`src/rtl/core/scs_pkg.sv`:
```
// shared types and constants of the source comment stripper
package scs_pkg;

   localparam int LINE_COUNT_BITS_DEF = 24;

   // characters that steer the scanner
   localparam logic [7:0] CH_NL    = 8'd10;
   localparam logic [7:0] CH_QUOTE = 8'd34;
   localparam logic [7:0] CH_STAR  = 8'd42;
   localparam logic [7:0] CH_SLASH = 8'd47;

   // result kinds
   localparam logic KIND_BYTE   = 1'b0;
   localparam logic KIND_REPORT = 1'b1;

   // end-of-text status codes
   localparam logic [1:0] STATUS_OK       = 2'd0;
   localparam logic [1:0] STATUS_STRAY    = 2'd1;
   localparam logic [1:0] STATUS_UNCLOSED = 2'd2;

   typedef enum logic [2:0] {
      MODE_NORMAL = 3'd0,
      MODE_SLASH  = 3'd1,
      MODE_STAR   = 3'd2,
      MODE_LINE   = 3'd3,
      MODE_BLOCK  = 3'd4,
      MODE_BSTAR  = 3'd5,
      MODE_LIT    = 3'd6
   } scs_mode_type;

   // one result word without its line count
   typedef struct packed {
      logic       kind;
      logic [7:0] out_byte;
      logic [1:0] status;
      logic       last;
   } scs_word_type;

   // results produced by one input word, in delivery order
   typedef struct packed {
      logic [1:0]   count;
      scs_word_type word0;
      scs_word_type word1;
   } scs_step_type;

endpackage

```
`src/rtl/core/scs_req_if.sv`:
```
// input channel: one source byte or an end-of-text mark per word
interface scs_req_if;
   logic       valid;
   logic       ready;
   logic [7:0] in_byte;
   logic       end_of_input;

   modport source (output valid, output in_byte, output end_of_input, input ready);
   modport sink   (input valid, input in_byte, input end_of_input, output ready);
endinterface

```
`src/rtl/core/scs_rsp_if.sv`:
```
// result channel: kept bytes and end-of-text status reports
interface scs_rsp_if #(
   parameter int LINE_COUNT_BITS = scs_pkg::LINE_COUNT_BITS_DEF
);
   logic                       valid;
   logic                       ready;
   logic                       kind;
   logic [7:0]                 out_byte;
   logic [1:0]                 status;
   logic [LINE_COUNT_BITS-1:0] line_total;
   logic                       last;

   modport source (output valid, output kind, output out_byte, output status,
                   output line_total, output last, input ready);
   modport sink   (input valid, input kind, input out_byte, input status,
                   input line_total, input last, output ready);
endinterface

```
`src/rtl/core/scs_scan.sv`:
```
// scanner state machine: mode, line counter and error flags
module scs_scan #(
   parameter int LINE_COUNT_BITS = scs_pkg::LINE_COUNT_BITS_DEF
) (
   input  logic                       clock,
   input  logic                       reset,
   input  logic                       fire,
   input  logic [7:0]                 in_byte,
   input  logic                       end_of_input,
   output scs_pkg::scs_step_type      step,
   output logic [LINE_COUNT_BITS-1:0] line0,
   output logic [LINE_COUNT_BITS-1:0] line1
);
   import scs_pkg::*;

   localparam logic [LINE_COUNT_BITS-1:0] COUNT_MAX = '1;

   scs_mode_type               mode_ff, mode_in;
   logic [LINE_COUNT_BITS-1:0] cnt_ff, cnt_in, cnt_inc;
   logic                       stray_ff, stray_in;
   logic                       has_ff, has_in;

   // normal-text handling of the current byte
   scs_mode_type nb_mode;
   logic         nb_bump, nb_emit;

   logic         bump, pend_emit, byte_emit;
   logic [7:0]   pend_byte;
   logic [1:0]   rep_status;
   scs_word_type pend_word, byte_word, rep_word;

   always_ff @(posedge clock) begin
      if (reset) begin
         mode_ff  <= MODE_NORMAL;
         cnt_ff   <= '0;
         stray_ff <= 1'b0;
         has_ff   <= 1'b0;
      end else if (fire) begin
         mode_ff  <= mode_in;
         cnt_ff   <= cnt_in;
         stray_ff <= stray_in;
         has_ff   <= has_in;
      end
   end

   assign cnt_inc = (cnt_ff != COUNT_MAX) ? cnt_ff + 1'b1 : cnt_ff;

   always_comb begin
      nb_mode = MODE_NORMAL;
      nb_bump = 1'b0;
      nb_emit = 1'b0;
      if (in_byte == CH_SLASH) begin
         nb_mode = MODE_SLASH;
      end else if (in_byte == CH_STAR) begin
         nb_mode = MODE_STAR;
      end else if (in_byte == CH_NL) begin
         nb_bump = 1'b1;
      end else begin
         nb_emit = 1'b1;
         if (in_byte == CH_QUOTE) begin
            nb_mode = MODE_LIT;
         end
      end
   end

   always_comb begin
      mode_in   = mode_ff;
      stray_in  = stray_ff;
      has_in    = (in_byte != CH_NL);
      bump      = 1'b0;
      pend_emit = 1'b0;
      pend_byte = CH_SLASH;
      byte_emit = 1'b0;

      unique case (mode_ff)
         MODE_NORMAL: begin
            mode_in   = nb_mode;
            bump      = nb_bump;
            byte_emit = nb_emit;
         end
         MODE_SLASH: begin
            if (in_byte == CH_SLASH) begin
               mode_in = MODE_LINE;
            end else if (in_byte == CH_STAR) begin
               mode_in = MODE_BLOCK;
            end else begin
               pend_emit = 1'b1;
               mode_in   = nb_mode;
               bump      = nb_bump;
               byte_emit = nb_emit;
            end
         end
         MODE_STAR: begin
            pend_byte = CH_STAR;
            if (in_byte == CH_SLASH) begin
               stray_in = 1'b1;
               mode_in  = MODE_NORMAL;
            end else if (in_byte == CH_STAR) begin
               pend_emit = 1'b1;
            end else begin
               pend_emit = 1'b1;
               mode_in   = nb_mode;
               bump      = nb_bump;
               byte_emit = nb_emit;
            end
         end
         MODE_LINE: begin
            if (in_byte == CH_NL) begin
               bump    = 1'b1;
               mode_in = MODE_NORMAL;
            end
         end
         MODE_BLOCK: begin
            if (in_byte == CH_STAR) begin
               mode_in = MODE_BSTAR;
            end else if (in_byte == CH_NL) begin
               bump = 1'b1;
            end
         end
         MODE_BSTAR: begin
            if (in_byte == CH_SLASH) begin
               mode_in = MODE_NORMAL;
            end else if (in_byte != CH_STAR) begin
               bump    = (in_byte == CH_NL);
               mode_in = MODE_BLOCK;
            end
         end
         MODE_LIT: begin
            if (in_byte == CH_NL) begin
               bump    = 1'b1;
               mode_in = MODE_NORMAL;
            end else begin
               byte_emit = 1'b1;
               if (in_byte == CH_QUOTE) begin
                  mode_in = MODE_NORMAL;
               end
            end
         end
         default: begin
            mode_in   = nb_mode;
            bump      = nb_bump;
            byte_emit = nb_emit;
         end
      endcase

      cnt_in = bump ? cnt_inc : cnt_ff;

      // end of text: flush a held slash or star, report, then start over
      if (end_of_input) begin
         pend_emit = (mode_ff == MODE_SLASH) || (mode_ff == MODE_STAR);
         pend_byte = (mode_ff == MODE_STAR) ? CH_STAR : CH_SLASH;
         byte_emit = 1'b0;
         mode_in   = MODE_NORMAL;
         cnt_in    = '0;
         stray_in  = 1'b0;
         has_in    = 1'b0;
      end
   end

   always_comb begin
      if ((mode_ff == MODE_BLOCK) || (mode_ff == MODE_BSTAR)) begin
         rep_status = STATUS_UNCLOSED;
      end else if (stray_ff) begin
         rep_status = STATUS_STRAY;
      end else begin
         rep_status = STATUS_OK;
      end
   end

   assign pend_word = '{kind: KIND_BYTE, out_byte: pend_byte, status: STATUS_OK, last: 1'b0};
   assign byte_word = '{kind: KIND_BYTE, out_byte: in_byte, status: STATUS_OK, last: 1'b1};
   assign rep_word  = '{kind: KIND_REPORT, out_byte: 8'd0, status: rep_status, last: 1'b1};

   // pack results in order; the final one carries last
   always_comb begin
      step.word1 = end_of_input ? rep_word : byte_word;
      line0      = cnt_ff;
      line1      = cnt_ff;
      if (end_of_input && has_ff) begin
         line1 = cnt_inc;
      end
      if (pend_emit && (end_of_input || byte_emit)) begin
         step.count = 2'd2;
         step.word0 = pend_word;
      end else if (pend_emit) begin
         step.count      = 2'd1;
         step.word0      = pend_word;
         step.word0.last = 1'b1;
      end else if (end_of_input || byte_emit) begin
         step.count = 2'd1;
         step.word0 = step.word1;
         line0      = line1;
      end else begin
         step.count = 2'd0;
         step.word0 = byte_word;
      end
   end

endmodule

```
`src/rtl/core/scs_rsp_queue.sv`:
```
// two-entry result queue that takes up to two words at once
module scs_rsp_queue #(
   parameter int DATA_BITS = 36
) (
   input  logic                 clock,
   input  logic                 reset,
   input  logic [1:0]           push_count,
   input  logic [DATA_BITS-1:0] push_data0,
   input  logic [DATA_BITS-1:0] push_data1,
   output logic [1:0]           free_slots,
   input  logic                 out_ready,
   output logic                 out_valid,
   output logic [DATA_BITS-1:0] out_data
);
   localparam int DEPTH = 2;

   logic [DATA_BITS-1:0] ent_ff [DEPTH];
   logic                 head_ff, head_in;
   logic [1:0]           count_ff, count_in;
   logic                 tail, pop;

   assign out_valid  = (count_ff != 2'd0);
   assign out_data   = ent_ff[head_ff];
   assign pop        = out_valid && out_ready;
   assign tail       = head_ff ^ count_ff[0];
   assign free_slots = 2'(3'(DEPTH) - {1'b0, count_ff} + {2'b00, pop});
   assign head_in    = head_ff ^ pop;
   assign count_in   = count_ff - {1'b0, pop} + push_count;

   always_ff @(posedge clock) begin
      if (reset) begin
         head_ff  <= 1'b0;
         count_ff <= 2'd0;
      end else begin
         head_ff  <= head_in;
         count_ff <= count_in;
      end
   end

   always_ff @(posedge clock) begin
      if (push_count != 2'd0) begin
         ent_ff[tail] <= push_data0;
      end
      if (push_count == 2'd2) begin
         ent_ff[~tail] <= push_data1;
      end
   end

endmodule

```
`src/rtl/core/source_comment_stripper.sv`:
```
// top level of the source comment stripper
//
// usage:
//   req_ch carries one source byte per word (in_byte, newline is 10), or an
//   end-of-text mark (end_of_input = 1, in_byte ignored).
//   rsp_ch returns the kept bytes (kind 0) with comments and newlines removed;
//   an end-of-text mark yields any held slash or star and then a status
//   report (kind 1): 0 correct, 1 stray comment close, 2 unclosed block
//   comment. line_total carries the saturating line count, last flags the
//   final result of each input word.
// path: a word accepted on req_ch is held in the input register, is scanned
//   once all its results fit in the queue, and its first result is offered on
//   rsp_ch from the result queue once it has been written there.
// throughput: one input word per cycle while each gives at most one result and
//   rsp_ch.ready stays high; a word that gives two results (held slash or star
//   flushed ahead of the byte or the report) takes two output slots, so it holds
//   back a later word. the limit is the two-entry result queue behind the scanner.
// stall: when rsp_ch.ready is low the queue fills, the scanner holds its
//   word and req_ch.ready drops; nothing is lost or repeated.
// reset: synchronous; clears the mode, line count, error flag, input
//   register and queue. each end-of-text mark also starts a fresh text.
module source_comment_stripper #(
   parameter int LINE_COUNT_BITS = scs_pkg::LINE_COUNT_BITS_DEF
) (
   input logic       clock,
   input logic       reset,
   scs_req_if.sink   req_ch,
   scs_rsp_if.source rsp_ch
);
   import scs_pkg::*;

   localparam int DATA_BITS = $bits(scs_word_type) + LINE_COUNT_BITS;

   // input register
   logic       in_valid_ff;
   logic [7:0] in_byte_ff;
   logic       eoi_ff;

   scs_step_type               step;
   logic [LINE_COUNT_BITS-1:0] line0, line1;
   logic [1:0]                 free_slots;
   logic                       fire;
   logic                       req_take;
   logic [1:0]                 push_count;
   logic [DATA_BITS-1:0]       push_data0, push_data1, q_data;
   scs_word_type               out_word;
   logic [LINE_COUNT_BITS-1:0] out_line;

   // scan a word only when all its results fit in the queue
   assign fire         = in_valid_ff && (step.count <= free_slots);
   assign req_ch.ready = !in_valid_ff || fire;
   assign req_take     = req_ch.valid && req_ch.ready;

   always_ff @(posedge clock) begin
      if (reset) begin
         in_valid_ff <= 1'b0;
      end else if (req_take) begin
         in_valid_ff <= 1'b1;
      end else if (fire) begin
         in_valid_ff <= 1'b0;
      end
   end

   always_ff @(posedge clock) begin
      if (req_take) begin
         in_byte_ff <= req_ch.in_byte;
         eoi_ff     <= req_ch.end_of_input;
      end
   end

   scs_scan #(
      .LINE_COUNT_BITS(LINE_COUNT_BITS)
   ) u_scan (
      .clock       (clock),
      .reset       (reset),
      .fire        (fire),
      .in_byte     (in_byte_ff),
      .end_of_input(eoi_ff),
      .step        (step),
      .line0       (line0),
      .line1       (line1)
   );

   assign push_count = fire ? step.count : 2'd0;
   assign push_data0 = {step.word0, line0};
   assign push_data1 = {step.word1, line1};

   scs_rsp_queue #(
      .DATA_BITS(DATA_BITS)
   ) u_queue (
      .clock     (clock),
      .reset     (reset),
      .push_count(push_count),
      .push_data0(push_data0),
      .push_data1(push_data1),
      .free_slots(free_slots),
      .out_ready (rsp_ch.ready),
      .out_valid (rsp_ch.valid),
      .out_data  (q_data)
   );

   assign {out_word, out_line} = q_data;
   assign rsp_ch.kind       = out_word.kind;
   assign rsp_ch.out_byte   = out_word.out_byte;
   assign rsp_ch.status     = out_word.status;
   assign rsp_ch.last       = out_word.last;
   assign rsp_ch.line_total = out_line;

endmodule
```
`src/flat_wrapper.sv`:
```
// flat-port wrapper written by rule: the top's interface ports become plain ports
module source_comment_stripper_flat import scs_pkg::*;
#(
   parameter int LINE_COUNT_BITS = scs_pkg::LINE_COUNT_BITS_DEF
)
  (clock, reset, req_ch_valid, req_ch_in_byte, req_ch_end_of_input, req_ch_ready, rsp_ch_valid, rsp_ch_kind, rsp_ch_out_byte, rsp_ch_status, rsp_ch_line_total, rsp_ch_last, rsp_ch_ready);
  scs_req_if req_ch_i ();
  scs_rsp_if #(.LINE_COUNT_BITS(LINE_COUNT_BITS)) rsp_ch_i ();
  input logic clock;
  input logic reset;
  input wire logic [$bits(req_ch_i.valid)-1:0] req_ch_valid;
  input wire logic [$bits(req_ch_i.in_byte)-1:0] req_ch_in_byte;
  input wire logic [$bits(req_ch_i.end_of_input)-1:0] req_ch_end_of_input;
  output wire logic [$bits(req_ch_i.ready)-1:0] req_ch_ready;
  output wire logic [$bits(rsp_ch_i.valid)-1:0] rsp_ch_valid;
  output wire logic [$bits(rsp_ch_i.kind)-1:0] rsp_ch_kind;
  output wire logic [$bits(rsp_ch_i.out_byte)-1:0] rsp_ch_out_byte;
  output wire logic [$bits(rsp_ch_i.status)-1:0] rsp_ch_status;
  output wire logic [$bits(rsp_ch_i.line_total)-1:0] rsp_ch_line_total;
  output wire logic [$bits(rsp_ch_i.last)-1:0] rsp_ch_last;
  input wire logic [$bits(rsp_ch_i.ready)-1:0] rsp_ch_ready;
  assign req_ch_i.valid = req_ch_valid;
  assign req_ch_i.in_byte = req_ch_in_byte;
  assign req_ch_i.end_of_input = req_ch_end_of_input;
  assign req_ch_ready = req_ch_i.ready;
  assign rsp_ch_valid = rsp_ch_i.valid;
  assign rsp_ch_kind = rsp_ch_i.kind;
  assign rsp_ch_out_byte = rsp_ch_i.out_byte;
  assign rsp_ch_status = rsp_ch_i.status;
  assign rsp_ch_line_total = rsp_ch_i.line_total;
  assign rsp_ch_last = rsp_ch_i.last;
  assign rsp_ch_i.ready = rsp_ch_ready;
  source_comment_stripper #(.LINE_COUNT_BITS(LINE_COUNT_BITS)) u_core (.clock(clock), .reset(reset), .req_ch(req_ch_i), .rsp_ch(rsp_ch_i));
endmodule
```
`config.mk`:
```
export PLATFORM = sky130hd
export DESIGN_NAME = source_comment_stripper_flat
export DESIGN_NICKNAME = d
export VERILOG_FILES = /design/src/rtl/core/scs_pkg.sv /design/src/rtl/core/scs_req_if.sv /design/src/rtl/core/scs_rsp_if.sv /design/src/rtl/core/scs_scan.sv /design/src/rtl/core/scs_rsp_queue.sv /design/src/rtl/core/source_comment_stripper.sv /design/src/flat_wrapper.sv
export SDC_FILE = /design/constraint.sdc
export NUM_CORES = 1
export LEC_CHECK = 0
export ABC_AREA = 1
export BUFFER_PORTS_ARGS = -buffer_cell sky130_fd_sc_hd__buf_2
export CAP_MARGIN = 20
export CORE_MARGIN = 1
export CORE_UTILIZATION = 45
export CTS_CLUSTER_SIZE = 40
export DETAILED_ROUTE_END_ITERATION = 12
export SLEW_MARGIN = 10
export SYNTH_ARGS = -nofsm -noshare
export SYNTH_HDL_FRONTEND = slang
export SYNTH_SLANG_ARGS = --single-unit
export TNS_END_PERCENT = 50
```
`constraint.sdc`:
```
create_clock -name clock -period 5.2 [get_ports clock]
set_clock_uncertainty 0.2 [all_clocks]
set_input_delay 0.26 -clock clock [delete_from_list [all_inputs] [get_ports clock]]
set_output_delay 0.26 -clock clock [all_outputs]
set_load 0.02 [all_outputs]
```
==> results of run 1 <==
state kept, by name, summed over array words and instances (netlist names):
| register | flops |
|---|---|
| u_core.u_queue.ent_ff | 72 |
| u_core.u_scan.cnt_ff | 24 |
| u_core.in_byte_ff | 8 |
| u_core.u_scan.mode_ff | 3 |
| u_core.u_queue.count_ff | 2 |
| u_core.eoi_ff | 1 |
| u_core.in_valid_ff | 1 |
| u_core.u_queue.head_ff | 1 |
| u_core.u_scan.has_ff | 1 |
| u_core.u_scan.stray_ff | 1 |
where the power goes:
| group | leakage, nW | total [W] | switching (W) | internal (W) |
|---|---|---|---|---|
| registers | 1.04 | 0.00120 | 0.0000506 | 0.00115 |
| logic | 2.55 | 0.000990 | 0.000694 | 0.000297 |
| clock network | 0.270 | 0.00113 | 0.000428 | 0.000703 |
worst paths after layout:
check,startpoint,end,slack (ns),depth (start not counted)
worst min-delay path,reset,u_core.u_queue.count_ff[0],0.14,2
worst max-delay path,u_core.in_byte_ff[4],u_core.u_queue.ent_ff[0][14],0.95,18
worst min register to register,u_core.u_queue.ent_ff[1][24],u_core.u_queue.ent_ff[1][24],0.27,2
worst max register to register,u_core.in_byte_ff[4],u_core.u_queue.ent_ff[0][14],0.95,18
layer usage:
metal,vias up,part of all wire,track usage
met4,0,0.013,0.06583
met1,2784,0.54,0.3801
met2,198,0.38,0.3064
met5,-,0,0
met3,18,0.060,0.04133
li1,3327,-,-
kinds of logic after synthesis:
kind of cell / share of synthesized area
AND/OR/NAND/NOR: 0.4097
adder cells (fa/ha/maj): 0.01247
XOR/XNOR: 0.01746
flip-flops: 0.4376
AO/OA/AOI/OAI: 0.04936
buffers and inverters: 0.07341
critical path: cells and delay by family (launching register included):
family / cells / cell delay, ns
AND/OR/NAND/NOR: 9 / 1.71
flip-flops: 1 / 0.40
buffers and inverters: 5 / 0.62
AO/OA/AOI/OAI: 2 / 0.25
adder cells (fa/ha/maj): 2 / 0.76
synthesized netlist by cell type:
master	instances	area (µm²)
or2_2	1	6.260
nand3b_1	1	7.510
a221oi_1	1	8.760
o21ai_1	8	40.04
nand3_2	6	60.06
nand4_1	10	62.56
inv_4	1	6.260
a211oi_1	1	7.510
clkbuf_1	20	75.07
xor2_1	11	96.34
or2_1	4	25.02
inv_2	3	11.26
o211a_1	1	10.01
buf_4	2	15.01
clkinv_1	2	7.510
xnor2_1	3	26.28
nor2_1	69	259.0
o211ai_1	1	7.510
nand2_2	4	25.02
buf_2	14	70.07
o21ai_2	2	17.52
nand2_4	3	33.78
nor3_1	1	5.000
o21ai_0	16	80.08
buf_6	4	45.04
nor2_2	4	25.02
inv_1	75	281.5
or2_0	6	37.54
nor2_4	5	56.30
buf_1	1	3.750
nand3_1	110	550.5
dfxtp_1	35	700.7
ha_1	7	87.58
a21oi_1	35	175.2
edfxtp_1	79	2372
nand2_1	459	1723
cells in the final DEF (no fill, tap or decap), types with 5 or more instances in the layout:
cell type and instances:
a21oi_1 35, buf_2 50, buf_4 9, clkbuf_16 17, dfxtp_1 35, dlygate4sd3_1 11, edfxtp_1 79, ha_1 7
inv_1 75, nand2_1 459, nand3_1 110, nand3_2 6, nand4_1 10, nor2_1 69, nor2_4 5, o21ai_0 16
o21ai_1 8, or2_0 6, xor2_1 11
stage by stage:
stage	total power [W]	area (µm²)	hold slack, ns
CTS	0.003338	8093	0.1385
global placement	0.002186	7386	0.2370
global route	0.003506	8108	0.1588
finish	0.003319	8108	0.1373
detailed placement	0.002201	7413	0.2381
floorplan	0.001895	7022	0.1589
layout make-up:
type                    instances  area, µm²  area share
multi-input cells             769       3433      0.4235
flip-flops and latches        114       3073      0.3790
inverters                      81      306.5     0.03781
well taps                     188      235.2     0.02901
repair buffers                 73      490.5     0.06049
clock inverters                13      136.4     0.01682
clock buffers                  19      432.9     0.05340
==> run metrics, run 1 <==
status=complete, no violations; n_diodes=0; PnR worst setup slack=approximately 0.95 ns; Worst-Margin Slew=between 0.7 and 0.8 ns; Core Footprint=15,200 µm²; layout cells sized above 1=0.1132; Post-CTS Setup Inserts=0; DRC Markers=0; filler instances=around 1,500; post-cts sizing count=0; GPL Wtd Cong=around 0.91; HPWL Detailed=about 13,000 µm; number of clock sinks=between 100 and 150; worst skew pair latency=between 0.4 and 0.5 ns; Rows=between 40 and 50; max-slew violations=0; Final Core Density=0.5333; final hold vios=0; 1st-iter DRT viols=between 600 and 700; global router's overall resource usage=0.2333; # port buffers=50; Max-slew headroom=0.4829; vias in the first global route=~5,600; Routed wire per std cell=roughly 14 µm; CP Class=register to register; grt total ovfl=0; element type at the critical path start=register; fin cells=1,257; WP data required=5.12 ns; Netlist Area Pre-Place=approximately 7000 µm²; P_leak=between 3 and 4 nW; CP Data Arrival Time=around 4.2 ns; Post-Syn Instances=roughly 1,000; critical-path cell list=inv_2 -> nand2_1 -> nor2_4 -> nand2_1 -> nand4_1 -> nand3b_1 -> ha_1 -> ha_1 -> inv_1 -> nor2_1 -> o21ai_1 -> nand2_1 -> inv_2 -> o21ai_0 -> nor2_1 -> inv_1 -> nand2_1 -> buf_12; initial antenna violation count=0; Worst VDD drop=between 0.0002 and 0.00025 V; cts hold-fix bufs=11; number of endpoints failing setup at the final stage=0; Max-Cap Viols=0; Pre-antenna DRT Iters=5; CP max FO=24; vias per cell=5.033; Final TNS setup=0 ns; Worst setup EP type=register; P&R area growth vs syn=15.47%; unrepaired setup endpoints after global routing=no; Num CTS Buffers=17; pwr dens=409.4 nW/µm²; Clk pin slew, worst setup/hold paths=0.06 ns; crit-path max cell delay=0.50 ns; Final Cycle Share=0.8177; pre-CTS setup slack=between 1 and 1.5 ns; HP Class=primary input to register; syn_area_per_cell=roughly 7 µm²; FMAX=between 0.2 and 0.25 GHz; sequential element share of the synthesized area=0.4376; minimum clock period=around 4.3 ns; Die ar.=between 15,000 and 20,000 µm²; post-synth cell types=36; CTS tree=done; final net count=between 1,000 and 1,500; first-pass GRT wire length=29,210 µm; via count=6,327; largest net degree at the start of global routing=39; Post-Syn Nets=roughly 1,000; most numerous cell on the critical path=nand2_1; Ports=51; critical path's slowest cell=nand2_1; antenna viol nets, final=0; DRT Wirelength=around 18,000 µm; worst-case clock buffer depth=2; CTS root buf=clkbuf_16; Inst Count DP=roughly 1,200; Die H=approximately 130 µm; Ys Warns=0; Die Width=between 100 and 150 µm; H-tree lvl count=4; register bit count reported by yosys=114; Starting Density=0.4619
(Power assumes the default switching activity.)
==> run 2, diff against run 1 <==
==> constraint.sdc (replaced) <==
create_clock -name clock -period 3.6 [get_ports clock]
set_clock_uncertainty 0.2 [all_clocks]
set_input_delay 0.18 -clock clock [delete_from_list [all_inputs] [get_ports clock]]
set_output_delay 0.18 -clock clock [all_outputs]
set_load 0.02 [all_outputs]
==> run 2 against run 1 <==
- sequential share of layout area down 1.4 points
- core utilization increased by 2.0 points
- design area up 3.8%
- worst setup slack got worse by 0.83 ns
- flip-flop and latch count unchanged
- sequential power is 44% higher
- global-route usage is 0.21 points lower
- total power increased by 48%
- register-to-register slack got worse by 0.83 ns
- critical path depth is 1 higher
- non-clock buffer count is 31 higher
- largest power group unchanged
- highest routed layer unchanged
==> run metrics, run 2 (synthesis gave the netlist of run 1 again) <==
status=complete, no violations; CTS tree=done; final hold vios=0 (unchanged); vias in the first global route=5,534 (-0.29%); largest net degree at the start of global routing=39 (unchanged); HP Class=primary input to register; n_diodes=0 (unchanged); Finished Cell Area=8413 µm² (+3.8%); worst skew pair latency=0.42 ns (about the same); Largest register FFs=72 (unchanged); Core Footprint=15,200 µm² (unchanged); Max-Cap Viols=0 (unchanged); Worst VDD drop=0.0003271 V (+47%); first-pass GRT wire length=29,030 µm (-0.64%); WP data required=3.56 ns (-1.56 ns); via count=6,432 (+1.7%); H-tree lvl count=4 (unchanged); HPWL Detailed=13,090 µm (+3.2%); Max-slew headroom=0.5963 (+0.1134); worst-case clock buffer depth=2 (unchanged); Num CTS Buffers=17 (unchanged); Clk pin slew, worst setup/hold paths=0.05 ns (about the same); GPL Wtd Cong=0.9015 (-0.69%); CTS root buf=clkbuf_16; unrepaired setup endpoints after global routing=yes; Tot Pwr=0.004898 W (+48%); Pre-antenna DRT Iters=5 (unchanged); element type at the critical path start=register; Die ar.=16,110 µm² (unchanged); Largest Register=u_core.u_queue.ent_ff; max-slew violations=0 (unchanged); 1st-iter DRT viols=667 (+2.0%); # port buffers=50 (unchanged); Final Core Density=0.5534 (+0.02008); DRT Wirelength=18,290 µm (+2.9%); grt total ovfl=0 (unchanged); Final Cycle Share=0.9672 (+0.1495); pwr dens=582.1 nW/µm² (+42%); most numerous cell on the critical path=inv_2; FMAX=0.2872 GHz (+22%); layout cells sized above 1=0.1545 (+0.04136); Starting Density=0.4619 (unchanged); top flop regs=u_core.u_queue.ent_ff (72), u_core.u_scan.cnt_ff (24), u_core.in_byte_ff (8); number of clock sinks=114 (unchanged); vias per cell=4.994 (-0.79%); P&R area growth vs syn=19.81%; number of endpoints failing setup at the final stage=0 (unchanged); final net count=1,107 (+2.9%); P_leak=4.029 nW (+4.4%); Worst setup EP type=register; commonest cells after routing, fill and taps aside=nand2_1, nand3_1, edfxtp_1; CP Data Arrival Time=3.45 ns (-0.72 ns); DRC Markers=0 (unchanged); CP max FO=25 (+4.2%); Die H=126.9 µm (unchanged); filler instances=1,433 (-3.0%); critical-path cell list=inv_2 -> nand2_2 -> nor2_4 -> nand2_2 -> inv_2 -> nor2_1 -> nand3b_1 -> ha_4 -> inv_1 -> ha_1 -> nand2_1 -> o21ai_1 -> nand2_1 -> inv_2 -> o21ai_0 -> nor2_2 -> nor2_2 -> clkinvlp_4 -> buf_12; minimum clock period=3.482 ns (-0.7699 ns); antenna viol nets, final=0 (unchanged); global router's overall resource usage=0.2312 (-0.002127); Ports=51 (unchanged); Die Width=126.9 µm (unchanged); crit-path max cell delay=0.42 ns (-0.08 ns); Worst-Margin Slew=0.6018 ns (-0.1711 ns); critical path's slowest cell=edfxtp_1; CP Class=register to register; Rows=45 (unchanged); Routed wire per std cell=14.20 µm (+0.45%); initial antenna violation count=0 (unchanged); placed inst area=7527 µm² (+1.5%); most common cell after layout, fill and taps aside=nand2_1; Final TNS setup=0 ns (unchanged)
==> run 2: cell types whose count changed in the layout (fill, tap and decap cells not counted), moves of 3 or more <==
| cell | delta |
|---|---|
| nand2_1 | -6 |
| clkbuf_1 | +3 |
| nor2_1 | -6 |
| nor2_2 | +5 |
| buf_4 | +31 |
| inv_2 | +4 |
| nand2_4 | +4 |
| inv_1 | -5 |
==> run 2: worst max-delay path, delay by kind of cell (launching register included) <==
kind                     cells  cell delay [ns]
AND/OR/NAND/NOR              9             1.01
flip-flops                   1             0.42
adder cells (fa/ha/maj)      2             0.60
buffers and inverters        6             0.76
AO/OA/AOI/OAI                2             0.21
==> run 2: power breakdown <==
group	internal (W)	switching, W
clock	0.00103	0.000586
combinational	0.000502	0.00105
sequential	0.00166	0.0000725
total	0.00319	0.00171
==> run 2: per-stage QoR <==
stage	hold WS [ns]	worst slack (ns)	cells
floorplan	0.07887	-0.05250	1005
global placement	0.1565	0.2265	1226
detailed placement	0.1588	0.1653	1226
CTS	0.05037	0.1358	1269
global route	0.07573	-0.07663	1288
finish	0.05150	0.1181	1288
==> run 2: final timing paths <==
path	start	end	slack, ns	cells after the start
worst max-delay path	u_core.in_byte_ff[2]	u_core.u_queue.ent_ff[1][0]	0.12	19
worst min register to register	u_core.u_queue.ent_ff[1][24]	u_core.u_queue.ent_ff[1][24]	0.27	2
worst min-delay path	reset	u_core.u_queue.count_ff[0]	0.05	2
worst max register to register	u_core.in_byte_ff[2]	u_core.u_queue.ent_ff[1][0]	0.12	19
==> run 2: repair_timing <==
| action | in CTS | in global routing |
|---|---|---|
| endpoints found under the setup margin | 0 | 149 |
| setup buffers | 0 | 19 |
| hold buffers | 11 | 0 |
| resized for setup | 0 | 21 |
| hold endpoints to repair | 11 | 0 |
==> run 2: routing by layer <==
layer | track usage | vias up | part of all wire | wire (µm)
li1 | - | 3384 | - | -
met1 | 0.3773 | 2848 | 0.53 | 9711
met2 | 0.3003 | 185 | 0.41 | 7455
met3 | 0.04175 | 15 | 0.053 | 977
met4 | 0.06933 | 0 | 0.0080 | 146
met5 | 0 | - | 0 | 0
==> run 2: cell type report <==
class,instances,area (µm²),share of cell area
multi-input cells,769,3518,0.4182
flip-flops and latches,114,3073,0.3653
repair buffers,104,711.9,0.08462
clock buffers,23,457.9,0.05443
inverters,81,310.3,0.03688
well taps,188,235.2,0.02796
clock inverters,9,106.4,0.01264
